`src/sv/mc_pkg.sv`:
```
package mc_pkg;

  localparam int FRAC_BITS = 16;
  localparam int VAL_W     = 32;
  localparam int SIZE_W    = 31;
  localparam int T_W       = FRAC_BITS + 1;
  localparam int POS_W     = VAL_W + 2;
  localparam int NUM_W     = VAL_W + 2;
  localparam int DEN_W     = VAL_W + 1;
  localparam int PROD_W    = SIZE_W + T_W;
  localparam int SUM_W     = POS_W + 2;

  typedef enum logic [1:0] {
    CFG_THRESHOLD = 2'd0,
    CFG_SIZE_X    = 2'd1,
    CFG_SIZE_Y    = 2'd2,
    CFG_SIZE_Z    = 2'd3
  } cfg_idx_t;

  typedef enum logic {
    SEQ_IDLE,
    SEQ_EMIT
  } seq_state_t;

  typedef enum logic [1:0] {
    T_ZERO,
    T_FULL,
    T_DIV
  } t_mode_t;

  // per-vertex data that rides alongside the divider
  typedef struct packed {
    logic                       last;
    logic [2:0]                 ca;
    logic [2:0]                 cb;
    logic [2:0][POS_W-1:0]      p0;
  } vtx_side_t;

  // triangle rows: top 'f' nibble marks the length, edges follow in hex, first edge highest
  localparam logic [63:0] TRI_ROWS [256] = '{
    64'hf, 64'hf083, 64'hf019, 64'hf183981,
    64'hf12a, 64'hf08312a, 64'hf92a029, 64'hf2832a8a98,
    64'hf3b2, 64'hf0b28b0, 64'hf19023b, 64'hf1b219b98b,
    64'hf3a1ba3, 64'hf0a108a8ba, 64'hf3903b9ba9, 64'hf98aa8b,
    64'hf478, 64'hf430734, 64'hf019847, 64'hf419471731,
    64'hf12a847, 64'hf34730412a, 64'hf92a902847, 64'hf2a9297273794,
    64'hf8473b2, 64'hfb47b24204, 64'hf90184723b, 64'hf47b94b9b2921,
    64'hf3a13ba784, 64'hf1ba14b1047b4, 64'hf47890b9bab03, 64'hf47b4b99ba,
    64'hf954, 64'hf954083, 64'hf054150, 64'hf854835315,
    64'hf12a954, 64'hf30812a495, 64'hf52a542402, 64'hf2a5325354348,
    64'hf95423b, 64'hf0b208b495, 64'hf05401523b, 64'hf21525828b485,
    64'hfa3ba13954, 64'hf4950818a18ba, 64'hf54050b5bab03, 64'hf54858aa8b,
    64'hf978579, 64'hf930953573, 64'hf078017157, 64'hf153357,
    64'hf978957a12, 64'hfa12950530573, 64'hf802825857a52, 64'hf2a5253357,
    64'hf7957893b2, 64'hf95797292027b, 64'hf23b018178157, 64'hfb21b17715,
    64'hf958857a13a3b, 64'hf5705097b010aba0, 64'hfba0b03a50807570, 64'hfba57b5,
    64'hfa65, 64'hf0835a6, 64'hf9015a6, 64'hf1831985a6,
    64'hf165261, 64'hf165126308, 64'hf965906026, 64'hf598582526328,
    64'hf23ba65, 64'hfb08b20a65, 64'hf01923b5a6, 64'hf5a61929b298b,
    64'hf63b653513, 64'hf08b0b50515b6, 64'hf3b6036065059, 64'hf65969bb98,
    64'hf5a6478, 64'hf43047365a, 64'hf1905a6847, 64'hfa65197173794,
    64'hf612651478, 64'hf125526304347, 64'hf847905065026, 64'hf739794329596269,
    64'hf3b2784a65, 64'hf5a647242027b, 64'hf01947823b5a6, 64'hf9219b294b7b45a6,
    64'hf8473b53515b6, 64'hf51b5b610b7b404b, 64'hf059065036b63847, 64'hf65969b4797b9,
    64'hfa4964a, 64'hf4a649a083, 64'hfa01a60640, 64'hf83181686461a,
    64'hf149124264, 64'hf308129249264, 64'hf024426, 64'hf832824426,
    64'hfa49a64b23, 64'hf08228b49a4a6, 64'hf3b201606461a, 64'hf64161a48121b8b1,
    64'hf964936913b63, 64'hf8b1810b61914641, 64'hf3b6360064, 64'hf648b68,
    64'hf7a678a89a, 64'hf0730a709a67a, 64'hfa671a7178180, 64'hfa67a71173,
    64'hf126168189867, 64'hf269291679093739, 64'hf780706602, 64'hf732672,
    64'hf23ba68a89867, 64'hf20727b09767a9a7, 64'hf1801781a767a23b, 64'hfb21b17a61671,
    64'hf896867916b63136, 64'hf091b67, 64'hf7807063b0b60, 64'hf7b6,
    64'hf76b, 64'hf308b76, 64'hf019b76, 64'hf819831b76,
    64'hfa126b7, 64'hf12a3086b7, 64'hf2902a96b7, 64'hf6b72a3a83a98,
    64'hf723627, 64'hf708760620, 64'hf276237019, 64'hf162186198876,
    64'hfa76a17137, 64'hfa7617a187108, 64'hf03707a0a96a7, 64'hf76a7a88a9,
    64'hf684b86, 64'hf36b306046, 64'hf86b846901, 64'hf946963931b36,
    64'hf6846b82a1, 64'hf12a30b06b046, 64'hf4b846b0292a9, 64'hfa93a32943b36463,
    64'hf823842462, 64'hf042462, 64'hf190234246438, 64'hf194142246,
    64'hf8138618466a1, 64'hfa10a06604, 64'hf4634386a3039a93, 64'hfa946a4,
    64'hf49576b, 64'hf083495b76, 64'hf50154076b, 64'hfb76834354315,
    64'hf954a1276b, 64'hf6b712a083495, 64'hf76b54a42a402, 64'hf348354325a52b76,
    64'hf723762549, 64'hf954086062687, 64'hf362376150540, 64'hf628687218485158,
    64'hf954a16176137, 64'hf16a176107870954, 64'hf40a4a503a6a737a, 64'hf76a7a854a48a,
    64'hf6956b9b89, 64'hf36b063056095, 64'hf0b805b01556b, 64'hf6b3635531,
    64'hf12a95b9b8b56, 64'hf0b306b09656912a, 64'hfb85b56805a52025, 64'hf6b36352a3a53,
    64'hf589528562382, 64'hf956960062, 64'hf158180568382628, 64'hf156216,
    64'hf13616a386569896, 64'hfa10a06950560, 64'hf03856a, 64'hfa56,
    64'hfb5a75b, 64'hfb5ab75830, 64'hf5b75ab190, 64'hfa75ab7981831,
    64'hfb12b71751, 64'hf08312717572b, 64'hf9759279022b7, 64'hf75272b592328982,
    64'hf25a235375, 64'hf820852875a25, 64'hf9015a35373a2, 64'hf982921872a25752,
    64'hf135375, 64'hf087071175, 64'hf903935537, 64'hf987597,
    64'hf5845a8ab8, 64'hf5045b05abb30, 64'hf01984a8aba45, 64'hfab4a45b34941314,
    64'hf2512852b8458, 64'hf04b0b345b2b151b, 64'hf0250592b5458b85, 64'hf9452b3,
    64'hf25a352345384, 64'hf5a2524420, 64'hf3a235a385458019, 64'hf5a2524192942,
    64'hf845853351, 64'hf045105, 64'hf845853905035, 64'hf945,
    64'hf4b749b9ab, 64'hf0834979b79ab, 64'hf1ab1b414074b, 64'hf3143481a474bab4,
    64'hf4b79b492b912, 64'hf9749b791b2b1083, 64'hfb74b42240, 64'hfb74b42834324,
    64'hf29a279237749, 64'hf9a7974a27870207, 64'hf37a3a274a1a040a, 64'hf1a2874,
    64'hf491417713, 64'hf491417081871, 64'hf403743, 64'hf487,
    64'hf9a8ab8, 64'hf30939bb9a, 64'hf01a0a88ab, 64'hf31ab3a,
    64'hf12b1b99b8, 64'hf30939b1292b9, 64'hf02b80b, 64'hf32b,
    64'hf23828aa89, 64'hf9a2092, 64'hf23828a0181a8, 64'hf1a2,
    64'hf138918, 64'hf091, 64'hf038, 64'hf
  };

  function automatic logic [2:0] edge_a(input logic [3:0] e);
    logic [2:0] c;
    case (e)
      4'd0, 4'd8:  c = 3'd0;
      4'd1, 4'd9:  c = 3'd1;
      4'd2, 4'd10: c = 3'd2;
      4'd3, 4'd11: c = 3'd3;
      4'd4:        c = 3'd4;
      4'd5:        c = 3'd5;
      4'd6:        c = 3'd6;
      4'd7:        c = 3'd7;
      default:     c = 3'd0;
    endcase
    return c;
  endfunction

  function automatic logic [2:0] edge_b(input logic [3:0] e);
    logic [2:0] c;
    case (e)
      4'd0:        c = 3'd1;
      4'd1:        c = 3'd2;
      4'd2:        c = 3'd3;
      4'd3:        c = 3'd0;
      4'd4:        c = 3'd5;
      4'd5:        c = 3'd6;
      4'd6:        c = 3'd7;
      4'd7, 4'd8:  c = 3'd4;
      4'd9:        c = 3'd5;
      4'd10:       c = 3'd6;
      4'd11:       c = 3'd7;
      default:     c = 3'd0;
    endcase
    return c;
  endfunction

  // bit 0: +x, bit 1: +y, bit 2: +z
  function automatic logic [2:0] corner_axes(input logic [2:0] c);
    logic [2:0] a;
    case (c)
      3'd0:    a = 3'b000;
      3'd1:    a = 3'b100;
      3'd2:    a = 3'b110;
      3'd3:    a = 3'b010;
      3'd4:    a = 3'b001;
      3'd5:    a = 3'b101;
      3'd6:    a = 3'b111;
      3'd7:    a = 3'b011;
      default: a = 3'b000;
    endcase
    return a;
  endfunction

endpackage

```
`src/sv/mc_out_if.sv`:
```
interface mc_out_if;
  logic               valid;
  logic               ready;
  logic signed [31:0] vertex_x;
  logic signed [31:0] vertex_y;
  logic signed [31:0] vertex_z;
  logic               last_vertex;

  modport source (output valid, vertex_x, vertex_y, vertex_z, last_vertex, input ready);
  modport sink (input valid, vertex_x, vertex_y, vertex_z, last_vertex, output ready);
endinterface

```
`src/sv/mc_lerp.sv`:
```
module mc_lerp (
  input  logic                            clk,
  input  logic                            rst_n,
  input  logic                            adv,
  input  logic [2:0][mc_pkg::SIZE_W-1:0]  size,
  input  logic                            dv_vld,
  input  mc_pkg::vtx_side_t               dv_side,
  input  mc_pkg::t_mode_t                 dv_mode,
  input  logic [mc_pkg::FRAC_BITS-1:0]    dv_q,
  mc_out_if.source                        out_ch
);

  logic [mc_pkg::T_W-1:0]           t;
  logic                             m_vld_r;
  logic                             m_last_r;
  logic [2:0]                       m_neg_r;
  logic [2:0][mc_pkg::POS_W-1:0]    m_p0_r;
  logic [2:0][mc_pkg::PROD_W-1:0]   m_prod_r;

  logic                             o_vld_r, o_last_r;
  logic [2:0][31:0]                 o_pos_r;
  logic [2:0][31:0]                 pos_nxt;

  always_comb begin
    case (dv_mode)
      mc_pkg::T_ZERO: t = '0;
      mc_pkg::T_FULL: t = mc_pkg::T_W'(1) << mc_pkg::FRAC_BITS;
      mc_pkg::T_DIV:  t = {1'b0, dv_q};
      default:        t = '0;
    endcase
  end

  always_comb begin
    logic signed [mc_pkg::SUM_W-1:0] p0, off, s;
    for (int ax = 0; ax < 3; ax++) begin
      p0  = mc_pkg::SUM_W'($signed(m_p0_r[ax]));
      off = mc_pkg::SUM_W'(m_prod_r[ax][mc_pkg::PROD_W-1:mc_pkg::FRAC_BITS]);
      s   = m_neg_r[ax] ? p0 - off : p0 + off;
      if (s > mc_pkg::SUM_W'(32'sh7fffffff))      pos_nxt[ax] = 32'h7fffffff;
      else if (s < -mc_pkg::SUM_W'(33'sh80000000)) pos_nxt[ax] = 32'h80000000;
      else                                         pos_nxt[ax] = s[31:0];
    end
  end

  always_ff @(posedge clk) begin
    if (!rst_n) begin
      m_vld_r <= 1'b0;
      o_vld_r <= 1'b0;
    end else if (adv) begin
      m_vld_r <= dv_vld;
      o_vld_r <= m_vld_r;
    end
  end

  always_ff @(posedge clk) begin
    if (adv) begin
      m_last_r <= dv_side.last;
      m_p0_r   <= dv_side.p0;
      for (int ax = 0; ax < 3; ax++) begin
        m_neg_r[ax]  <= dv_side.ca[ax] & ~dv_side.cb[ax];
        m_prod_r[ax] <= (dv_side.ca[ax] ^ dv_side.cb[ax])
                        ? mc_pkg::PROD_W'(size[ax]) * mc_pkg::PROD_W'(t) : '0;
      end
      o_last_r <= m_last_r;
      o_pos_r  <= pos_nxt;
    end
  end

  assign out_ch.valid       = o_vld_r;
  assign out_ch.vertex_x    = $signed(o_pos_r[0]);
  assign out_ch.vertex_y    = $signed(o_pos_r[1]);
  assign out_ch.vertex_z    = $signed(o_pos_r[2]);
  assign out_ch.last_vertex = o_last_r;

endmodule

```
`src/flat_wrapper.sv`:
```
// flat-port wrapper written by rule: the top's interface ports become plain ports
module mc_lerp_flat 
  (clk, rst_n, adv, size, dv_vld, dv_side, dv_mode, dv_q, out_ch_valid, out_ch_vertex_x, out_ch_vertex_y, out_ch_vertex_z, out_ch_last_vertex, out_ch_ready);
  mc_out_if out_ch_i ();
  input  logic clk;
  input  logic rst_n;
  input  logic adv;
  input  logic [2:0][mc_pkg::SIZE_W-1:0] size;
  input  logic dv_vld;
  input  mc_pkg::vtx_side_t dv_side;
  input  mc_pkg::t_mode_t dv_mode;
  input  logic [mc_pkg::FRAC_BITS-1:0] dv_q;
  output wire logic [$bits(out_ch_i.valid)-1:0] out_ch_valid;
  output wire logic [$bits(out_ch_i.vertex_x)-1:0] out_ch_vertex_x;
  output wire logic [$bits(out_ch_i.vertex_y)-1:0] out_ch_vertex_y;
  output wire logic [$bits(out_ch_i.vertex_z)-1:0] out_ch_vertex_z;
  output wire logic [$bits(out_ch_i.last_vertex)-1:0] out_ch_last_vertex;
  input wire logic [$bits(out_ch_i.ready)-1:0] out_ch_ready;
  assign out_ch_valid = out_ch_i.valid;
  assign out_ch_vertex_x = out_ch_i.vertex_x;
  assign out_ch_vertex_y = out_ch_i.vertex_y;
  assign out_ch_vertex_z = out_ch_i.vertex_z;
  assign out_ch_last_vertex = out_ch_i.last_vertex;
  assign out_ch_i.ready = out_ch_ready;
  mc_lerp u_core (.clk(clk), .rst_n(rst_n), .adv(adv), .size(size), .dv_vld(dv_vld), .dv_side(dv_side), .dv_mode(dv_mode), .dv_q(dv_q), .out_ch(out_ch_i));
endmodule
```
`config.mk`:
```
export PLATFORM = sky130hd
export DESIGN_NAME = mc_lerp_flat
export DESIGN_NICKNAME = d
export VERILOG_FILES = /design/src/sv/mc_pkg.sv /design/src/sv/mc_out_if.sv /design/src/sv/mc_lerp.sv /design/src/flat_wrapper.sv
export SDC_FILE = /design/constraint.sdc
export NUM_CORES = 2
export LEC_CHECK = 0
export ABC_AREA = 1
export BUFFER_PORTS_ARGS = -buffer_cell sky130_fd_sc_hd__buf_2
export CAP_MARGIN = 20
export CORE_ASPECT_RATIO = 0.9
export CORE_MARGIN = 10
export CORE_UTILIZATION = 41
export CTS_CLUSTER_DIAMETER = 150
export DETAILED_ROUTE_END_ITERATION = 10
export SYNTH_ARGS = -nofsm -noshare
export SYNTH_HDL_FRONTEND = slang
export SYNTH_SLANG_ARGS = --single-unit
```
`constraint.sdc`:
```
create_clock -name clk -period 16.7 [get_ports clk]
set_clock_uncertainty 0.15 [all_clocks]
set_input_delay 0.835 -clock clk [delete_from_list [all_inputs] [get_ports clk]]
set_output_delay 0.835 -clock clk [all_outputs]
set_load 0.02 [all_outputs]
```
==> qor_table.md <==
| Item | Value | Unit |
| --- | --- | --- |
| Post-layout total power | 5.23 | mW |
| Final Instance Area | 0.0757 | mm² |
| Main flop type after synthesis | sky130_fd_sc_hd__edfxtp_1 | - |
| Nets@finish | 11311 | - |
| Fill cell count | 17610 | - |
| Resized cells post-CTS | 0 | - |
| Total of endpoints with negative setup slack in the final report | 0 | - |
| Proportion of power drawn by the clock network | 17.2 | % |
| Outcome | finished, final reports clean | - |
| Count of flip-flops with a built-in enable after synthesis | 299 | - |
| Antenna violations before repair | 51 | - |
| Master cell of the clock root buffer | sky130_fd_sc_hd__clkbuf_16 | - |
| Part of the total power dissipated in sequential elements | 22.0 | % |
| Share of the clock period used by the worst path | 57.1 | % |
| Final-report hold violation count | 0 | - |
| Power per cell area | 69.1 | mW/mm² |
| Actual transition at the worst max-transition pin | 1140 | ps |
| Synth-to-Final Area Change | 7.12 | % |
| Category of the critical setup timing path | input port to register | - |
| Most frequent standard cell in the layout excluding fill and tap cells | sky130_fd_sc_hd__nand2_1 | - |
| CORE AREA | 0.171 | mm² |
| CTS hold repair buffers | 0 | - |
| Final estimated routing congestion in global placement | 0.976 | - |
| CTS Buf Count | 39 | - |
| Max-cap violations | 0 | - |
| Cells after Synth | 9202 | - |
| Maximum clock frequency | 105 | MHz |
| Pin count of the biggest net entering global routing | 158 | - |
| Worst max-slew margin expressed relative to the limit | 24.2 | % |
| Full die area | 0.189 | mm² |
| Number of I/O port buffers | 321 | - |
| Clock tree from TritonCTS | done | - |
| Synth warn | 0 | - |
| Minimum clock period after layout | 9540 | ps |
| Critical Path Start Type | input port | - |
| Worst Hold Class | input port to register | - |
| Leading cell types in the layout, fill and taps excluded | sky130_fd_sc_hd__nand2_1 (2233), sky130_fd_sc_hd__inv_1 (2214), sky130_fd_sc_hd__fa_1 (1299) | - |
| Seq/Total Area, Yosys | 12.8 | % |
| Fraction of final layout cells with drive strength greater than 1 | 5.16 | % |
| Wire length per cell | 20.4 | µm |
| Filler-free cell count of the finished design | 11645 | - |
| Overflow left after global routing | 0 | - |
| Num Clock Sinks | 301 | - |
| Total routing usage reported by global routing | 25.2 | % |
| Clock-pin transition on the worst setup and hold timing paths | 60 | ps |
| Cell type with the largest total area after synthesis | sky130_fd_sc_hd__fa_1 | - |
| Worst VDD drop | 66.8 | µV |
| Insertion delay of the later-clocked pin in the worst-skew pair | 610 | ps |
| Vias in the first global route | 62889 | - |
| Die Wd | 458 | µm |
| Number of top-level design ports | 323 | - |
| Initial detailed-routing violation count | 5243 | - |
| Comb pwr share | 60.8 | % |
| Data arrival at the endpoint of the critical path | 9740 | ps |
| Unrepaired setup endpoints after global routing | no | - |
| DIE HEIGHT | 414 | µm |
| Post-DP HPWL | 194 | mm |
| Synth top area cells | sky130_fd_sc_hd__fa_1 (37%), sky130_fd_sc_hd__edfxtp_1 (13%), sky130_fd_sc_hd__nand2_1 (12%) | - |
| Number of nets with antenna violations after routing | 0 | - |
| Leakage | 38.7 | nW |
| Register bit count reported by yosys | 301 | - |
| H-tree depth | 2 | - |
| Proportion of netlist area held by the largest area contributor | 36.8 | % |
| Max FO, Critical Path | 45 | - |
| Unique masters post-synth | 48 | - |
| Netlist area before placement | 0.0706 | mm² |
| Mean instance size in the synthesized netlist | 7.68 | µm² |
| Syn nets | 11196 | - |
| Floorplan row count | 144 | - |
| Wire length of the first global-routing pass | 370 | mm |
| Fraction of registers with async set or reset after synthesis | 0 | % |
| Via/cell ratio | 5.18 | - |
| Initial standard-cell utilization of the core | 41.3 | % |
| Vias after detailed routing | 60368 | - |
| Final routed wirelength across all metal layers | 238 | mm |
| Total cell area at the placement stage | 0.0742 | mm² |
| Post-Route Setup TNS | 0 | ps |
| Max Root-Sink Buffers | 3 | - |
| Final-report max-slew violation count | 0 | - |
| Int Pwr | 2.62 | mW |
| Fraction of power spent switching nets | 50.0 | % |
| 1st-pass router iterations | 6 | - |
| Sw power | 2.61 | mW |
| Critical Path Sink Type | register | - |
| Post-CTS repair timing setup buffer count | 0 | - |
| Finished Core Util | 44.2 | % |
| Worst EP required | 16890 | ps |
| Cell Count Post-Placement | 11539 | - |
| Post-route DRC | 0 | - |
-- power groups by stage --
| stage | logic [mW] | registers (mW) | clock network (mW) |
|---|---|---|---|
| floorplan | 2.05 | 1.22 | 0 |
| global placement | 3.13 | 1.16 | 0 |
| detailed placement | 3.14 | 1.16 | 0 |
| CTS | 3.17 | 1.15 | 0.925 |
| global route | 3.57 | 1.16 | 0.952 |
| finish | 3.18 | 1.15 | 0.899 |
-- sequential cells by signal (all words and copies together), names as in the netlist --
name,count
u_core.m_p0_r,102
u_core.m_prod_r,96
u_core.out_ch.vertex_x,32
u_core.out_ch.vertex_y,32
u_core.out_ch.vertex_z,32
u_core.m_neg_r,3
u_core.m_last_r,1
u_core.m_vld_r,1
u_core.out_ch.last_vertex,1
u_core.out_ch.valid,1
-- cells by family (layout without fill, tap and decap cells) --
family	Yosys count	count (layout)	share of synthesized area, %
compound gates	705	705	5.57
xor+xnor	174	174	2.16
fa+ha+maj	1769	1769	45.1
buf+inv	2526	2670	13.6
flops	301	301	12.8
other cells	0	36	0
simple gates	3727	3727	20.7
-- worst max-delay path: stages --
cell                       delay (ps)
sky130_fd_sc_hd__buf_2            110
sky130_fd_sc_hd__inv_1             50
sky130_fd_sc_hd__ha_1             320
sky130_fd_sc_hd__nor2_4           100
sky130_fd_sc_hd__buf_4            370
sky130_fd_sc_hd__nand2_1          720
sky130_fd_sc_hd__clkinv_2         950
sky130_fd_sc_hd__buf_4            720
sky130_fd_sc_hd__nand2_1          190
sky130_fd_sc_hd__fa_1             600
sky130_fd_sc_hd__inv_1             60
sky130_fd_sc_hd__fa_1             480
sky130_fd_sc_hd__fa_1             570
sky130_fd_sc_hd__fa_1             440
sky130_fd_sc_hd__fa_1             490
sky130_fd_sc_hd__inv_1             50
sky130_fd_sc_hd__fa_1             520
sky130_fd_sc_hd__inv_1             50
sky130_fd_sc_hd__ha_1             380
sky130_fd_sc_hd__nand2_1          130
sky130_fd_sc_hd__nor2_1           120
sky130_fd_sc_hd__inv_1             80
sky130_fd_sc_hd__nor2_1           140
sky130_fd_sc_hd__nand3_1           80
sky130_fd_sc_hd__o21ai_0          630
sky130_fd_sc_hd__nand2_1          160
sky130_fd_sc_hd__a21oi_1          190
sky130_fd_sc_hd__nor2_1            60
-- path summary, 6_finish.rpt --
kind / start / endpoint / slack (ps) / depth (start not counted)
hold / removal: dv_side[39] / u_core.m_p0_r[39] / 240 / 1
setup / recovery: dv_mode[0] / u_core.m_prod_r[36] / 7160 / 28
hold reg to reg: u_core.m_last_r / u_core.out_ch.last_vertex / 270 / 0
setup reg to reg: u_core.m_prod_r[64] / u_core.out_ch.vertex_y[21] / 11670 / 21
-- per-stage QoR --
step | setup slack [ps] | hold WS [ps]
6_report | 7160 | 241
3_5_place_dp | 6680 | 269
3_3_place_gp | 6700 | 256
2_1_floorplan | 9410 | 250
5_1_grt | 6810 | 215
4_1_cts | 7300 | 195
-- area by class of cell --
type / instances / area [µm²] / share of cell area (%)
flip-flops and latches: 301 / 9020 / 11.9
well taps: 2263 / 2830 / 3.74
clock inverters: 25 / 340 / 0.450
repair buffers: 356 / 1890 / 2.50
inverters: 2244 / 8430 / 11.1
diodes: 36 / 90.1 / 0.119
multi-input cells: 6375 / 52100 / 68.8
clock buffers: 45 / 1010 / 1.33
-- per-layer routing --
metal | share of wire (%) | wire length [µm] | GRT usage [%]
met2 | 45 | 107000 | 40.3
met5 | 0.020 | 47 | 0
met4 | 3.7 | 8840 | 8.56
met3 | 8.4 | 20000 | 4.15
met1 | 43 | 102000 | 34.6
-- cells in the mapped netlist (23+ instances only) --
master / count
sky130_fd_sc_hd__nand4_1: 33
sky130_fd_sc_hd__xnor2_1: 56
sky130_fd_sc_hd__inv_1: 2219
sky130_fd_sc_hd__edfxtp_1: 299
sky130_fd_sc_hd__fa_1: 1299
sky130_fd_sc_hd__o21a_1: 30
sky130_fd_sc_hd__ha_1: 470
sky130_fd_sc_hd__xor2_1: 118
sky130_fd_sc_hd__buf_1: 30
sky130_fd_sc_hd__a21oi_1: 337
sky130_fd_sc_hd__nor3_1: 83
sky130_fd_sc_hd__o21ai_0: 198
sky130_fd_sc_hd__nand2_1: 2241
sky130_fd_sc_hd__o21bai_1: 40
sky130_fd_sc_hd__nor2_1: 1101
sky130_fd_sc_hd__clkbuf_1: 215
sky130_fd_sc_hd__nand3_1: 190
sky130_fd_sc_hd__a21o_1: 23
Note: power is estimated with default switching activity, not from simulation.
