**src/sv/mc_pkg.sv**
```systemverilog
package mc_pkg;

  localparam int FRAC_BITS = 16;
  localparam int VAL_W     = 32;
  localparam int SIZE_W    = 31;
  localparam int T_W       = FRAC_BITS + 1;
  localparam int POS_W     = VAL_W + 2;
  localparam int NUM_W     = VAL_W + 2;
  localparam int DEN_W     = VAL_W + 1;
  localparam int PROD_W    = SIZE_W + T_W;
  localparam int SUM_W     = POS_W + 2;

  typedef enum logic [1:0] {
    CFG_THRESHOLD = 2'd0,
    CFG_SIZE_X    = 2'd1,
    CFG_SIZE_Y    = 2'd2,
    CFG_SIZE_Z    = 2'd3
  } cfg_idx_t;

  typedef enum logic {
    SEQ_IDLE,
    SEQ_EMIT
  } seq_state_t;

  typedef enum logic [1:0] {
    T_ZERO,
    T_FULL,
    T_DIV
  } t_mode_t;

  // per-vertex data that rides alongside the divider
  typedef struct packed {
    logic                       last;
    logic [2:0]                 ca;
    logic [2:0]                 cb;
    logic [2:0][POS_W-1:0]      p0;
  } vtx_side_t;

  // triangle rows: top 'f' nibble marks the length, edges follow in hex, first edge highest
  localparam logic [63:0] TRI_ROWS [256] = '{
    64'hf, 64'hf083, 64'hf019, 64'hf183981,
    64'hf12a, 64'hf08312a, 64'hf92a029, 64'hf2832a8a98,
    64'hf3b2, 64'hf0b28b0, 64'hf19023b, 64'hf1b219b98b,
    64'hf3a1ba3, 64'hf0a108a8ba, 64'hf3903b9ba9, 64'hf98aa8b,
    64'hf478, 64'hf430734, 64'hf019847, 64'hf419471731,
    64'hf12a847, 64'hf34730412a, 64'hf92a902847, 64'hf2a9297273794,
    64'hf8473b2, 64'hfb47b24204, 64'hf90184723b, 64'hf47b94b9b2921,
    64'hf3a13ba784, 64'hf1ba14b1047b4, 64'hf47890b9bab03, 64'hf47b4b99ba,
    64'hf954, 64'hf954083, 64'hf054150, 64'hf854835315,
    64'hf12a954, 64'hf30812a495, 64'hf52a542402, 64'hf2a5325354348,
    64'hf95423b, 64'hf0b208b495, 64'hf05401523b, 64'hf21525828b485,
    64'hfa3ba13954, 64'hf4950818a18ba, 64'hf54050b5bab03, 64'hf54858aa8b,
    64'hf978579, 64'hf930953573, 64'hf078017157, 64'hf153357,
    64'hf978957a12, 64'hfa12950530573, 64'hf802825857a52, 64'hf2a5253357,
    64'hf7957893b2, 64'hf95797292027b, 64'hf23b018178157, 64'hfb21b17715,
    64'hf958857a13a3b, 64'hf5705097b010aba0, 64'hfba0b03a50807570, 64'hfba57b5,
    64'hfa65, 64'hf0835a6, 64'hf9015a6, 64'hf1831985a6,
    64'hf165261, 64'hf165126308, 64'hf965906026, 64'hf598582526328,
    64'hf23ba65, 64'hfb08b20a65, 64'hf01923b5a6, 64'hf5a61929b298b,
    64'hf63b653513, 64'hf08b0b50515b6, 64'hf3b6036065059, 64'hf65969bb98,
    64'hf5a6478, 64'hf43047365a, 64'hf1905a6847, 64'hfa65197173794,
    64'hf612651478, 64'hf125526304347, 64'hf847905065026, 64'hf739794329596269,
    64'hf3b2784a65, 64'hf5a647242027b, 64'hf01947823b5a6, 64'hf9219b294b7b45a6,
    64'hf8473b53515b6, 64'hf51b5b610b7b404b, 64'hf059065036b63847, 64'hf65969b4797b9,
    64'hfa4964a, 64'hf4a649a083, 64'hfa01a60640, 64'hf83181686461a,
    64'hf149124264, 64'hf308129249264, 64'hf024426, 64'hf832824426,
    64'hfa49a64b23, 64'hf08228b49a4a6, 64'hf3b201606461a, 64'hf64161a48121b8b1,
    64'hf964936913b63, 64'hf8b1810b61914641, 64'hf3b6360064, 64'hf648b68,
    64'hf7a678a89a, 64'hf0730a709a67a, 64'hfa671a7178180, 64'hfa67a71173,
    64'hf126168189867, 64'hf269291679093739, 64'hf780706602, 64'hf732672,
    64'hf23ba68a89867, 64'hf20727b09767a9a7, 64'hf1801781a767a23b, 64'hfb21b17a61671,
    64'hf896867916b63136, 64'hf091b67, 64'hf7807063b0b60, 64'hf7b6,
    64'hf76b, 64'hf308b76, 64'hf019b76, 64'hf819831b76,
    64'hfa126b7, 64'hf12a3086b7, 64'hf2902a96b7, 64'hf6b72a3a83a98,
    64'hf723627, 64'hf708760620, 64'hf276237019, 64'hf162186198876,
    64'hfa76a17137, 64'hfa7617a187108, 64'hf03707a0a96a7, 64'hf76a7a88a9,
    64'hf684b86, 64'hf36b306046, 64'hf86b846901, 64'hf946963931b36,
    64'hf6846b82a1, 64'hf12a30b06b046, 64'hf4b846b0292a9, 64'hfa93a32943b36463,
    64'hf823842462, 64'hf042462, 64'hf190234246438, 64'hf194142246,
    64'hf8138618466a1, 64'hfa10a06604, 64'hf4634386a3039a93, 64'hfa946a4,
    64'hf49576b, 64'hf083495b76, 64'hf50154076b, 64'hfb76834354315,
    64'hf954a1276b, 64'hf6b712a083495, 64'hf76b54a42a402, 64'hf348354325a52b76,
    64'hf723762549, 64'hf954086062687, 64'hf362376150540, 64'hf628687218485158,
    64'hf954a16176137, 64'hf16a176107870954, 64'hf40a4a503a6a737a, 64'hf76a7a854a48a,
    64'hf6956b9b89, 64'hf36b063056095, 64'hf0b805b01556b, 64'hf6b3635531,
    64'hf12a95b9b8b56, 64'hf0b306b09656912a, 64'hfb85b56805a52025, 64'hf6b36352a3a53,
    64'hf589528562382, 64'hf956960062, 64'hf158180568382628, 64'hf156216,
    64'hf13616a386569896, 64'hfa10a06950560, 64'hf03856a, 64'hfa56,
    64'hfb5a75b, 64'hfb5ab75830, 64'hf5b75ab190, 64'hfa75ab7981831,
    64'hfb12b71751, 64'hf08312717572b, 64'hf9759279022b7, 64'hf75272b592328982,
    64'hf25a235375, 64'hf820852875a25, 64'hf9015a35373a2, 64'hf982921872a25752,
    64'hf135375, 64'hf087071175, 64'hf903935537, 64'hf987597,
    64'hf5845a8ab8, 64'hf5045b05abb30, 64'hf01984a8aba45, 64'hfab4a45b34941314,
    64'hf2512852b8458, 64'hf04b0b345b2b151b, 64'hf0250592b5458b85, 64'hf9452b3,
    64'hf25a352345384, 64'hf5a2524420, 64'hf3a235a385458019, 64'hf5a2524192942,
    64'hf845853351, 64'hf045105, 64'hf845853905035, 64'hf945,
    64'hf4b749b9ab, 64'hf0834979b79ab, 64'hf1ab1b414074b, 64'hf3143481a474bab4,
    64'hf4b79b492b912, 64'hf9749b791b2b1083, 64'hfb74b42240, 64'hfb74b42834324,
    64'hf29a279237749, 64'hf9a7974a27870207, 64'hf37a3a274a1a040a, 64'hf1a2874,
    64'hf491417713, 64'hf491417081871, 64'hf403743, 64'hf487,
    64'hf9a8ab8, 64'hf30939bb9a, 64'hf01a0a88ab, 64'hf31ab3a,
    64'hf12b1b99b8, 64'hf30939b1292b9, 64'hf02b80b, 64'hf32b,
    64'hf23828aa89, 64'hf9a2092, 64'hf23828a0181a8, 64'hf1a2,
    64'hf138918, 64'hf091, 64'hf038, 64'hf
  };

  function automatic logic [2:0] edge_a(input logic [3:0] e);
    logic [2:0] c;
    case (e)
      4'd0, 4'd8:  c = 3'd0;
      4'd1, 4'd9:  c = 3'd1;
      4'd2, 4'd10: c = 3'd2;
      4'd3, 4'd11: c = 3'd3;
      4'd4:        c = 3'd4;
      4'd5:        c = 3'd5;
      4'd6:        c = 3'd6;
      4'd7:        c = 3'd7;
      default:     c = 3'd0;
    endcase
    return c;
  endfunction

  function automatic logic [2:0] edge_b(input logic [3:0] e);
    logic [2:0] c;
    case (e)
      4'd0:        c = 3'd1;
      4'd1:        c = 3'd2;
      4'd2:        c = 3'd3;
      4'd3:        c = 3'd0;
      4'd4:        c = 3'd5;
      4'd5:        c = 3'd6;
      4'd6:        c = 3'd7;
      4'd7, 4'd8:  c = 3'd4;
      4'd9:        c = 3'd5;
      4'd10:       c = 3'd6;
      4'd11:       c = 3'd7;
      default:     c = 3'd0;
    endcase
    return c;
  endfunction

  // bit 0: +x, bit 1: +y, bit 2: +z
  function automatic logic [2:0] corner_axes(input logic [2:0] c);
    logic [2:0] a;
    case (c)
      3'd0:    a = 3'b000;
      3'd1:    a = 3'b100;
      3'd2:    a = 3'b110;
      3'd3:    a = 3'b010;
      3'd4:    a = 3'b001;
      3'd5:    a = 3'b101;
      3'd6:    a = 3'b111;
      3'd7:    a = 3'b011;
      default: a = 3'b000;
    endcase
    return a;
  endfunction

endpackage

```
**src/sv/mc_prep.sv**
```systemverilog
module mc_prep (
  input  logic                            clk,
  input  logic                            rst_n,
  input  logic                            adv,
  input  logic signed [31:0]              threshold,
  input  logic [2:0][mc_pkg::SIZE_W-1:0]  size,
  input  logic                            sq_vld,
  input  logic                            sq_last,
  input  logic [2:0]                      sq_ca,
  input  logic [2:0]                      sq_cb,
  input  logic signed [31:0]              sq_va,
  input  logic signed [31:0]              sq_vb,
  input  logic [2:0][31:0]                sq_org,
  output logic                            pr_vld,
  output mc_pkg::vtx_side_t               pr_side,
  output mc_pkg::t_mode_t                 pr_mode,
  output logic [mc_pkg::DEN_W-1:0]        pr_num,
  output logic [mc_pkg::DEN_W-1:0]        pr_den
);

  // stage A: raw differences and edge start point
  logic                              a_vld_r;
  mc_pkg::vtx_side_t                 a_side_r;
  logic signed [mc_pkg::NUM_W-1:0]   a_num_r, a_den_r;
  mc_pkg::vtx_side_t                 a_side_nxt;

  always_comb begin
    a_side_nxt.last = sq_last;
    a_side_nxt.ca   = mc_pkg::corner_axes(sq_ca);
    a_side_nxt.cb   = mc_pkg::corner_axes(sq_cb);
    for (int ax = 0; ax < 3; ax++) begin
      a_side_nxt.p0[ax] = mc_pkg::POS_W'($signed(sq_org[ax]))
                        + (a_side_nxt.ca[ax] ? mc_pkg::POS_W'(size[ax]) : '0);
    end
  end

  // stage B: sign fold and classification
  logic                              b_vld_r;
  mc_pkg::vtx_side_t                 b_side_r;
  mc_pkg::t_mode_t                   b_mode_r, b_mode_nxt;
  logic [mc_pkg::DEN_W-1:0]          b_num_r, b_den_r;
  logic signed [mc_pkg::NUM_W-1:0]   n_f, d_f;

  always_comb begin
    if (a_den_r[mc_pkg::NUM_W-1]) begin
      n_f = -a_num_r;
      d_f = -a_den_r;
    end else begin
      n_f = a_num_r;
      d_f = a_den_r;
    end
    if (d_f == '0 || n_f[mc_pkg::NUM_W-1] || n_f == '0) b_mode_nxt = mc_pkg::T_ZERO;
    else if (n_f >= d_f)                                b_mode_nxt = mc_pkg::T_FULL;
    else                                                b_mode_nxt = mc_pkg::T_DIV;
  end

  always_ff @(posedge clk) begin
    if (!rst_n) begin
      a_vld_r <= 1'b0;
      b_vld_r <= 1'b0;
    end else if (adv) begin
      a_vld_r <= sq_vld;
      b_vld_r <= a_vld_r;
    end
  end

  always_ff @(posedge clk) begin
    if (adv) begin
      a_side_r <= a_side_nxt;
      a_num_r  <= mc_pkg::NUM_W'(threshold) - mc_pkg::NUM_W'(sq_va);
      a_den_r  <= mc_pkg::NUM_W'(sq_vb) - mc_pkg::NUM_W'(sq_va);
      b_side_r <= a_side_r;
      b_mode_r <= b_mode_nxt;
      b_num_r  <= n_f[mc_pkg::DEN_W-1:0];
      b_den_r  <= d_f[mc_pkg::DEN_W-1:0];
    end
  end

  assign pr_vld  = b_vld_r;
  assign pr_side = b_side_r;
  assign pr_mode = b_mode_r;
  assign pr_num  = b_num_r;
  assign pr_den  = b_den_r;

endmodule

```
**config.mk**
```make
export PLATFORM = sky130hd
export DESIGN_NAME = mc_prep
export DESIGN_NICKNAME = d
export VERILOG_FILES = /design/src/sv/mc_pkg.sv /design/src/sv/mc_prep.sv
export SDC_FILE = /design/constraint.sdc
export NUM_CORES = 1
export LEC_CHECK = 0
export ABC_AREA = 1
export BUFFER_PORTS_ARGS = -buffer_cell sky130_fd_sc_hd__buf_2
export CORE_ASPECT_RATIO = 1.1
export CORE_MARGIN = 5
export CORE_UTILIZATION = 57
export CTS_BUF_LIST = sky130_fd_sc_hd__clkbuf_4 sky130_fd_sc_hd__clkbuf_8 sky130_fd_sc_hd__clkbuf_16
export DETAILED_ROUTE_END_ITERATION = 10
export MAX_ROUTING_LAYER = met4
export PLACE_DENSITY = 0.82
export SLEW_MARGIN = 5
export SYNTH_ARGS = -nofsm -noshare
export SYNTH_HDL_FRONTEND = slang
export SYNTH_SLANG_ARGS = --single-unit
```
**constraint.sdc**
```tcl
create_clock -name clk -period 4.27 [get_ports clk]
set_input_delay 0.854 -clock clk [delete_from_list [all_inputs] [get_ports clk]]
set_output_delay 0.854 -clock clk [all_outputs]
set_load 0.03 [all_outputs]
```
==> results of run 1 <==
## cell type report
class                   instances  area [um^2]
clock buffers                  42         1010
clock inverters                26          264
diodes                         24         60.1
flip-flops and latches        348        10400
fillers                      3409        13100
inverters                     459         1720
well taps                     560          701
multi-input cells            1981        11400
repair buffers                483         2500
## report_power, final
group | internal [mW] | switching, mW
combinational | 1.09 | 2.31
sequential | 4.42 | 0.235
clock | 1.92 | 1.42
total | 7.43 | 3.96
## layout by cell type (no fill, tap or decap), types with 7 or more instances in the layout
master / synthesis / routed
nand2_1: 673 / 673
o211ai_1: 9 / 9
nand4_1: 24 / 24
nor3_1: 36 / 36
nand3_1: 109 / 109
a21o_1: 30 / 30
xnor2_1: 29 / 28
nand3b_1: 12 / 12
edfxtp_1: 346 / 346
clkinv_2: 0 / 9
xor2_1: 118 / 118
a21oi_1: 182 / 182
buf_2: 8 / 472
nand2_2: 26 / 26
o21bai_1: 19 / 19
a31oi_1: 27 / 27
nor2_2: 11 / 11
nor2_1: 301 / 301
a21boi_1: 8 / 8
a221oi_1: 8 / 8
diode_2: 0 / 24
clkbuf_16: 0 / 39
inv_2: 7 / 7
o21ai_2: 11 / 11
ha_1: 193 / 193
inv_1: 452 / 452
o21ai_0: 90 / 90
nand3_2: 7 / 7
nor4_1: 8 / 8
## worst max path at each step
| stage | startpoint | end | slack, ns | cells past startpoint |
|---|---|---|---|---|
| 4_1_cts | a_num_r[0]$_DFFE_PP_ | pr_mode[0]$_SDFFCE_PP0P_ | 0.77 | 21 |
| 2_1_floorplan | sq_ca[1] | a_side_r[92]$_DFFE_PP_ | 0.96 | 17 |
| 3_3_place_gp | sq_ca[1] | a_side_r[94]$_DFFE_PP_ | 0.37 | 14 |
| 3_5_place_dp | sq_ca[1] | a_side_r[94]$_DFFE_PP_ | 0.32 | 14 |
| 6_report | a_num_r[0]$_DFFE_PP_ | pr_mode[0]$_SDFFCE_PP0P_ | 0.70 | 21 |
| 5_1_grt | a_num_r[0]$_DFFE_PP_ | pr_mode[0]$_SDFFCE_PP0P_ | 0.32 | 21 |
## worst max-delay path: stages, from the launching register on
cell	delay [ns]
edfxtp_1	0.43
inv_1	0.13
ha_1	0.23
nand2_1	0.11
nor2_1	0.36
nand2_1	0.12
nor2_1	0.12
nand2_1	0.06
nand2_1	0.06
nand2_1	0.04
o21ai_0	0.12
inv_1	0.10
ha_1	0.31
nand4_1	0.11
nor2_1	0.12
inv_1	0.09
nor3_1	0.20
o2111ai_1	0.20
nand4_1	0.15
nand3_1	0.12
inv_1	0.08
nor2_1	0.05
## registers in the layout (all words and copies together) (netlist names)
signal / flops
pr_side: 106
pr_mode: 2
pr_vld: 1
a_vld_r: 1
a_side_r: 106
a_num_r: 33
pr_num: 33
pr_den: 33
a_den_r: 33
## per-layer routing
| layer | vias up | global-route usage [%] |
|---|---|---|
| met4 | 0 | 12.6 |
| met1 | 9710 | 37.9 |
| met5 | - | - |
| met2 | 837 | 52.1 |
| met3 | 174 | 6.01 |
| li1 | 10369 | - |
## stage by stage
stage	setup slack, ns	area, um^2
2_1_floorplan	0.962	23700
4_1_cts	0.765	28000
3_5_place_dp	0.322	26800
3_3_place_gp	0.369	26800
6_report	0.702	28100
5_1_grt	0.322	28100
## logic make-up (layout without fill, tap and decap cells)
family,Yosys count,after routing,synth area share (%)
flops,348,348,44.0
simple gates,1215,1215,21.4
compound gates,418,418,10.6
buf+inv,484,1010,7.79
xor+xnor,149,149,5.57
fa+ha+maj,198,198,10.6
other cells,1,25,0.0158
==> flow_summary_export.csv, run 1 <==
group,metric,value,unit
sta,timing.slew.headroom,56.3,%
synthesis,syn_inst,2813,
job,maxCapViolCount,0,
worst_setup_path,start_kind,"flop",
worst_setup_path,worst-path-max-fanout,4,
global_route,grt_start_max_net_pins,93,
drt,drc,0,
synthesis,synth_cell_type_count,48,
synthesis,yosysSeqAreaShare,44.0,%
global_route,grt_pass1_vias,21057,
worst_hold_path,worstHoldPathType,"reg -> reg",
drt,dr.pass1.iters,6,
sta,fin_crit_sh,83.6,%
pwr,ir_drop,0.395,mV
floorplanning,fp.dieH,224,um
drt,viasPerCell,5.38,
synthesis,yosysTopAreaCell,"edfxtp_1",
floorplanning,dieArea,45700,um^2
worst_setup_path,cp_data_required_time,4.58,ns
clock_tree,cts_sinks,348,
finish,drive_gt1_share,19.0,%
synthesis,ys_top_cells_by_area,"edfxtp_1, nand2_1, ha_1, inv_1, nor2_1",
place,place.gp.congestion,0.996,
worst_setup_path,worstSetupEndpointType,"flop",
drt,routedWlPerCell,18.1,um
drt,drt_iter0_drc,1415,
pwr,p_leak,14.1,nW
synthesis,async_flop_share,0,%
finish,nets,3805,
worst_setup_path,worst-r2r-setup-slack,0.70,ns
drt,vias,21090,
pwr,power.density,405,nW/um^2
clock_tree,cts_hold_buf,0,
worst_hold_path,hold_depth,0,
pwr,total_power,11.4,mW
global_route,antenna_found_initial,23,
worst_hold_path,min-delay-start,"a_side_r[41]$_DFFE_PP_",
clock_tree,clockBufferDepth,3,
floorplanning,num_io_pins,474,
clock_tree,post_cts_buffers,0,
sta,tightest_slew,0.656,ns
global_route,grt_pass1_wl,110,mm
sta,final-hold-violation-count,0,
sta,slew_violations,0,
synthesis,syn_area,23700,um^2
global_route,grt_use_total,31.3,%
synthesis,synth_edf_count,346,
floorplanning,row_count,78,
synthesis,yosys_warnings,0,
sta,setup_tns,0,ns
sta,rsz0062_at_grt,"no",
finish,utilization,68.2,%
synthesis,synth_flop_cell,"edfxtp_1",
clock_tree,htreeDepth,2,
synthesis,post-synth-top-count-cell,"nand2_1",
drt,top_layer,"met4",
sta,clock_skew,0.0173,ns
drt,routed_wl,71.2,mm
floorplanning,core,41200,um^2
worst_setup_path,criticalPathCategory,"reg -> reg",
clock_tree,clk_pin_slew,0.07,ns
global_route,grt_overflow,0,
clock_tree,cts_made_buffers,38,
worst_setup_path,crit_arrival,3.88,ns
synthesis,synth_top_area_share,43.9,%
drt,ant_nets,0,
floorplanning,chipWidth,204,um
synthesis,postSynthAreaPerCell,8.42,um^2
status,status,"finished clean",
clock_tree,clockRootBuffer,"clkbuf_16",
finish,area_delta_synth_final,18.7,%
drt,wl_met1,28.3,mm
floorplanning,initial_core_util,57.5,%
clock_tree,post_cts_resized,0,
place,hpwlAfterDp,58.5,mm
clock_tree,clk_latency,0.56,ns
drt,dr_wl_met2,34.7,mm
clock_tree,cts_tree,"yes",
synthesis,synth_commonest_cells,"nand2_1, inv_1, edfxtp_1, nor2_1, ha_1",
sta,fin_crit,3.57,ns
finish,final_cells,3923,
worst_setup_path,r2r-end,"pr_mode[0]$_SDFFCE_PP0P_",
synthesis,syn_nets,3307,
sta,holdWs,0.417,ns
worst_setup_path,r2r_start,"a_num_r[0]$_DFFE_PP_",
place,port_buffers,473,
sta,setup_viol,0,
sta,max_freq,280,MHz
worst_hold_path,hold-path-endpoint,"pr_side[41]$_DFFE_PP_",
drt,wl_met3,5.15,mm
place,place_inst,3831,
synthesis,ys_ff_latch,348,
worst_setup_path,r2r.worst_path.cells,21,
Note: power is estimated with default switching activity, not from simulation.
==> run 2, diff against run 1 <==
CORE_UTILIZATION = 51   (was 57)
PLACE_DENSITY = 0.78   (was 0.82)
clock period = 3 ns   (was 4.27 ns; I/O delays follow)
==> flow_summary_export.csv, run 2 (same netlist as run 1, synthesis figures left out) <==
group,metric,value,unit
sta,holdWs,0.237,ns
worst_setup_path,cp_data_required_time,3.30,ns
floorplanning,fp.dieH,236,um
place,placed_area,28300,um^2
drt,vias,21520,
floorplanning,core,45800,um^2
worst_setup_path,cp_top_family,"simple AND/OR/NAND/NOR gates",
floorplanning,chipWidth,215,um
pwr,p_sw_share,34.1,%
floorplanning,row_count,82,
worst_setup_path,criticalPathCategory,"reg -> reg",
floorplanning,dieArea,50900,um^2
worst_setup_path,worstPathCellList,"inv_2, buf_4, nand2_1, nor2_4, nand2_1, o311ai_2, o21ai_1, ha_1, nand4_1, nor2_2, inv_2, nor3_4, o2111ai_2, nand3_1, nand2_1, nand3_2, nor2_1",
pwr,power.density,563,nW/um^2
pwr,p_clk_share,28.0,%
pwr,p_leak,15.2,nW
pwr,pwr-share-comb,33.3,%
worst_setup_path,crit_arrival,3.36,ns
finish,fillers,3862,
sta,fin_crit_sh,102,%
finish,nets,4040,
global_route,grt_use_total,28.5,%
sta,worst_slack,-0.0547,ns
drt,drt_iter0_drc,1661,
sta,setup_viol,3,
place,place_ws,-0.397,ns
global_route,grt_pass1_wl,112,mm
global_route,grt_pass1_vias,21085,
worst_setup_path,r2r.worst_path.cells,17,
worst_hold_path,hold_depth,1,
worst_setup_path,cp_slowest_stage_delay,0.41,ns
drt,routedWlPerCell,17.5,um
pwr,total_power,17.1,mW
worst_setup_path,cpMaxStageDelayCell,"edfxtp_1",
sta,slew_violations,0,
finish,area_delta_synth_final,28.2,%
clock_tree,cts_sinks,348,
clock_tree,htreeDepth,2,
global_route,grt_overflow,0,
clock_tree,clockBufferDepth,3,
global_route,antenna_found_initial,23,
sta,max_freq,327,MHz
clock_tree,cts_tree,"yes",
worst_setup_path,worst-path-max-fanout,4,
status,violations,"setup timing",
sta,final-hold-violation-count,0,
clock_tree,cts_hold_buf,0,
pwr,power_frac_seq,38.7,%
sta,clock_skew,0.0214,ns
place,port_buffers,473,
drt,routed_wl,73.3,mm
worst_setup_path,start_kind,"flop",
clock_tree,clockRootBuffer,"clkbuf_16",
drt,dr.pass1.iters,8,
worst_setup_path,worst-path-stages,17,
clock_tree,clk_latency,0.56,ns
finish,drive_gt1_share,26.3,%
job,maxCapViolCount,0,
status,status,"finished with violations",
clock_tree,clk_pin_slew,0.06,ns
finish,final_common_cell,"nand2_1",
worst_setup_path,crit_top_cell,"nand2_1",
sta,fin_crit,3.05,ns
place,hpwlAfterDp,60.2,mm
global_route,grt_start_max_net_pins,88,
drt,ant_nets,0,
finish,layout_common_cells,"nand2_1, buf_2, inv_1, edfxtp_1, nor2_1",
drt,drc,0,
pwr,p_switching,5.83,mW
worst_setup_path,cp_num_buf_inv,3,
floorplanning,num_io_pins,474,
floorplanning,initial_core_util,51.8,%
pwr,ir_drop,0.440,mV
worst_setup_path,worstSetupEndpointType,"flop",
clock_tree,cts_made_buffers,40,
sta,rsz0062_at_grt,"yes",
pwr,p_int,11.3,mW
drt,viasPerCell,5.15,
finish,finalInstanceArea,30400,um^2
place,place.gp.congestion,1.02,
worst_hold_path,worstHoldPathType,"in -> reg",
[run 2: layout make-up]
class	count	area, um^2	share of cell area (%)
diodes	21	52.6	0.173
multi-input cells	1981	11800	38.8
inverters	459	1720	5.68
flip-flops and latches	348	10400	34.4
clock inverters	22	200	0.660
clock buffers	46	1060	3.50
well taps	588	736	2.42
repair buffers	716	4360	14.4
[run 2: timing repair]
item                                    in CTS  in global routing
endpoints found under the setup margin       2                  3
pin swaps                                   25                 40
resized for setup                           50                 56
setup buffers                               22                 19
[run 2: worst paths after layout]
path / end / startpoint / slack (ns)
hold reg to reg: pr_side[60]$_DFFE_PP_ / a_side_r[60]$_DFFE_PP_ / 0.41
hold / removal: a_side_r[102]$_DFFE_PP_ / sq_cb[2] / 0.24
setup reg to reg: pr_mode[1]$_SDFFCE_PP0P_ / a_num_r[0]$_DFFE_PP_ / -0.05
setup / recovery: pr_mode[1]$_SDFFCE_PP0P_ / a_num_r[0]$_DFFE_PP_ / -0.05
[run 2: per-layer routing]
metal,wire (um),vias to the layer above,track usage (%)
met4,3340,0,10.6
met3,5630,182,6.21
met2,36700,748,49.7
li1,-,10825,-
met5,0,-,-
met1,27600,9765,32.3
[run 2: power by group through the flow]
stage	Sequential, mW	Clock, mW	Combinational, mW
final	6.62	4.78	5.69
after global routing	6.68	5.08	6.22
after CTS	6.62	4.88	5.46
after detailed placement	6.70	0	5.29
after global placement	6.69	0	5.21
after floorplan	7.21	0	2.65
[run 2: stage by stage]
stage          instances  setup TNS, ns  util [%]
2_1_floorplan       2813        -0.0370         -
3_3_place_gp        4051          -2.58      61.9
3_5_place_dp        4051          -4.22      61.9
4_1_cts             4141        -0.0764      65.5
5_1_grt             4177         -0.626      66.3
6_report            4181         -0.135      66.3
==> run 3, diff against run 2 <==
BUFFER_PORTS_ARGS = not set   (was -buffer_cell sky130_fd_sc_hd__buf_2)
CORE_ASPECT_RATIO = 0.6   (was 1.1)
CORE_UTILIZATION = 59   (was 51)
DONT_BUFFER_PORTS = 1   (was not set)
==> flow_summary_export.csv, run 3 (same netlist as run 1, synthesis figures left out) <==
group,metric,value,unit
finish,fillers,3098,
worst_setup_path,cp_data_required_time,3.29,ns
place,hpwlAfterDp,61.2,mm
sta,rsz0062_at_grt,"yes",
drt,ant_nets,0,
worst_setup_path,worst-path-max-fanout,2,
global_route,antenna_found_initial,5,
sta,timing.slew.headroom,48.8,%
floorplanning,dieArea,44400,um^2
worst_hold_path,min-delay-start,"sq_ca[2]",
pwr,total_power,17.0,mW
sta,fin_crit_sh,104,%
place,place_ws,-0.317,ns
drt,routed_wl,75.5,mm
worst_setup_path,start_kind,"flop",
drt,drc,1,
clock_tree,cts_sinks,348,
floorplanning,row_count,56,
worst_setup_path,r2r_start,"a_num_r[1]$_DFFE_PP_",
status,violations,"DRC, setup timing",
worst_setup_path,criticalPathCategory,"reg -> reg",
worst_setup_path,worst-r2r-setup-slack,-0.12,ns
pwr,ir_drop,0.467,mV
drt,viasPerCell,5.75,
sta,setup_viol,2,
clock_tree,htreeDepth,2,
floorplanning,initial_core_util,60.1,%
floorplanning,fp.dieH,165,um
drt,routedWlPerCell,20.7,um
global_route,grt_pass1_vias,19675,
sta,tightest_slew,0.768,ns
finish,layout_common_cells,"nand2_1, inv_1, edfxtp_1, nor2_1, buf_4",
clock_tree,cts_tree,"yes",
finish,drive_gt1_share,16.2,%
global_route,grt_pass1_wl,112,mm
sta,clock_skew,0.0209,ns
finish,nets,3593,
worst_hold_path,worstHoldPathType,"in -> reg",
pwr,p_leak,13.5,nW
sta,final-hold-violation-count,0,
clock_tree,clockRootBuffer,"clkbuf_16",
floorplanning,core,39400,um^2
place,place.gp.congestion,1.04,
place,port_buffers,0,
sta,slew_violations,0,
sta,setup_tns,-0.239,ns
pwr,power.density,605,nW/um^2
status,status,"finished with violations",
drt,dr.pass1.iters,9,
sta,worst_slack,-0.121,ns
worst_hold_path,hold-path-endpoint,"a_side_r[105]$_DFFE_PP_",
global_route,grt_overflow,0,
worst_setup_path,worstSetupEndpointType,"flop",
worst_setup_path,r2r.worst_path.cells,18,
sta,fin_crit,3.12,ns
sta,max_freq,320,MHz
worst_setup_path,crit_arrival,3.41,ns
worst_setup_path,r2r-end,"pr_mode[0]$_SDFFCE_PP0P_",
global_route,grt_use_total,33.4,%
floorplanning,chipWidth,269,um
drt,drt_iter0_drc,2618,
global_route,grt_start_max_net_pins,350,
worst_hold_path,hold_depth,0,
finish,final_common_cell,"nand2_1",
floorplanning,num_io_pins,474,
clock_tree,clockBufferDepth,3,
finish,utilization,71.2,%
clock_tree,cts_made_buffers,35,
job,maxCapViolCount,0,
clock_tree,clk_latency,0.55,ns
clock_tree,clk_pin_slew,0.07,ns
finish,area_delta_synth_final,18.4,%
drt,vias,21000,
[run 3: metal layers]
layer  vias up  track usage [%]  part of all wire, %
li1       9907                -                    -
met4         0             8.47                  2.7
met2      1148             46.4                   42
met5         -                -                    0
met1      9811             49.6                   44
met3       134             7.97                   11
[run 3: area by class of cell]
class                      instances  area [um^2]  area share [%]
timing repair buffer             274         2120            7.57
multi-input combinational       1981        11900            42.5
antenna                            5         12.5          0.0446
clock buffer                      38          898            3.20
clock inverter                    24          287            1.02
tap                              522          653            2.33
sequential                       348        10400            37.2
inverter                         459         1720            6.14
[run 3: repair_timing]
| action | CTS | global route |
|---|---|---|
| buffers inserted | 16 | 27 |
| resized for setup | 59 | 79 |
| setup endpoints to repair | 2 | 2 |
| pin swaps | 39 | 62 |
| hold buffers | 0 | 0 |
[run 3: worst max-delay path by stage]
stage	end	cells past startpoint	from
floorplan	a_side_r[92]$_DFFE_PP_	17	sq_ca[1]
global placement	pr_mode[1]$_SDFFCE_PP0P_	16	a_den_r[0]$_DFFE_PP_
detailed placement	pr_mode[1]$_SDFFCE_PP0P_	20	a_num_r[16]$_DFFE_PP_
CTS	pr_mode[0]$_SDFFCE_PP0P_	19	a_num_r[1]$_DFFE_PP_
global route	pr_mode[0]$_SDFFCE_PP0P_	19	a_num_r[4]$_DFFE_PP_
finish	pr_mode[0]$_SDFFCE_PP0P_	18	a_num_r[1]$_DFFE_PP_
[run 3: metrics by stage]
step,instances,hold slack (ns),area (um^2)
CTS,3620,0.129,27500
global placement,3542,0.401,26000
finish,3651,0.141,28000
detailed placement,3542,0.405,26000
global route,3651,0.126,28000
floorplan,2813,0.400,23700
[run 3: where the power goes]
part | switching, mW | leakage [nW] | internal, mW
Combinational | 3.00 | 9.50 | 2.02
Clock | 1.99 | 0.581 | 2.63
Sequential | 0.994 | 3.41 | 6.32
Total | 5.98 | 13.5 | 11.0
[run 3: critical path, cell delays in order, from the launching register on]
cell and delay (ns):
edfxtp_1 0.42, nor2_2 0.18, buf_4 0.13, nand2_1 0.05, nor2_2 0.12, buf_6 0.13
buf_4 0.11, nand3b_1 0.11, nand3_1 0.09, nand2_1 0.18, ha_4 0.34, nand2_2 0.07
nor4_4 0.35, buf_4 0.17, o2111ai_2 0.12, nand4_1 0.13, nand3_2 0.08, inv_2 0.07
nor2_2 0.03
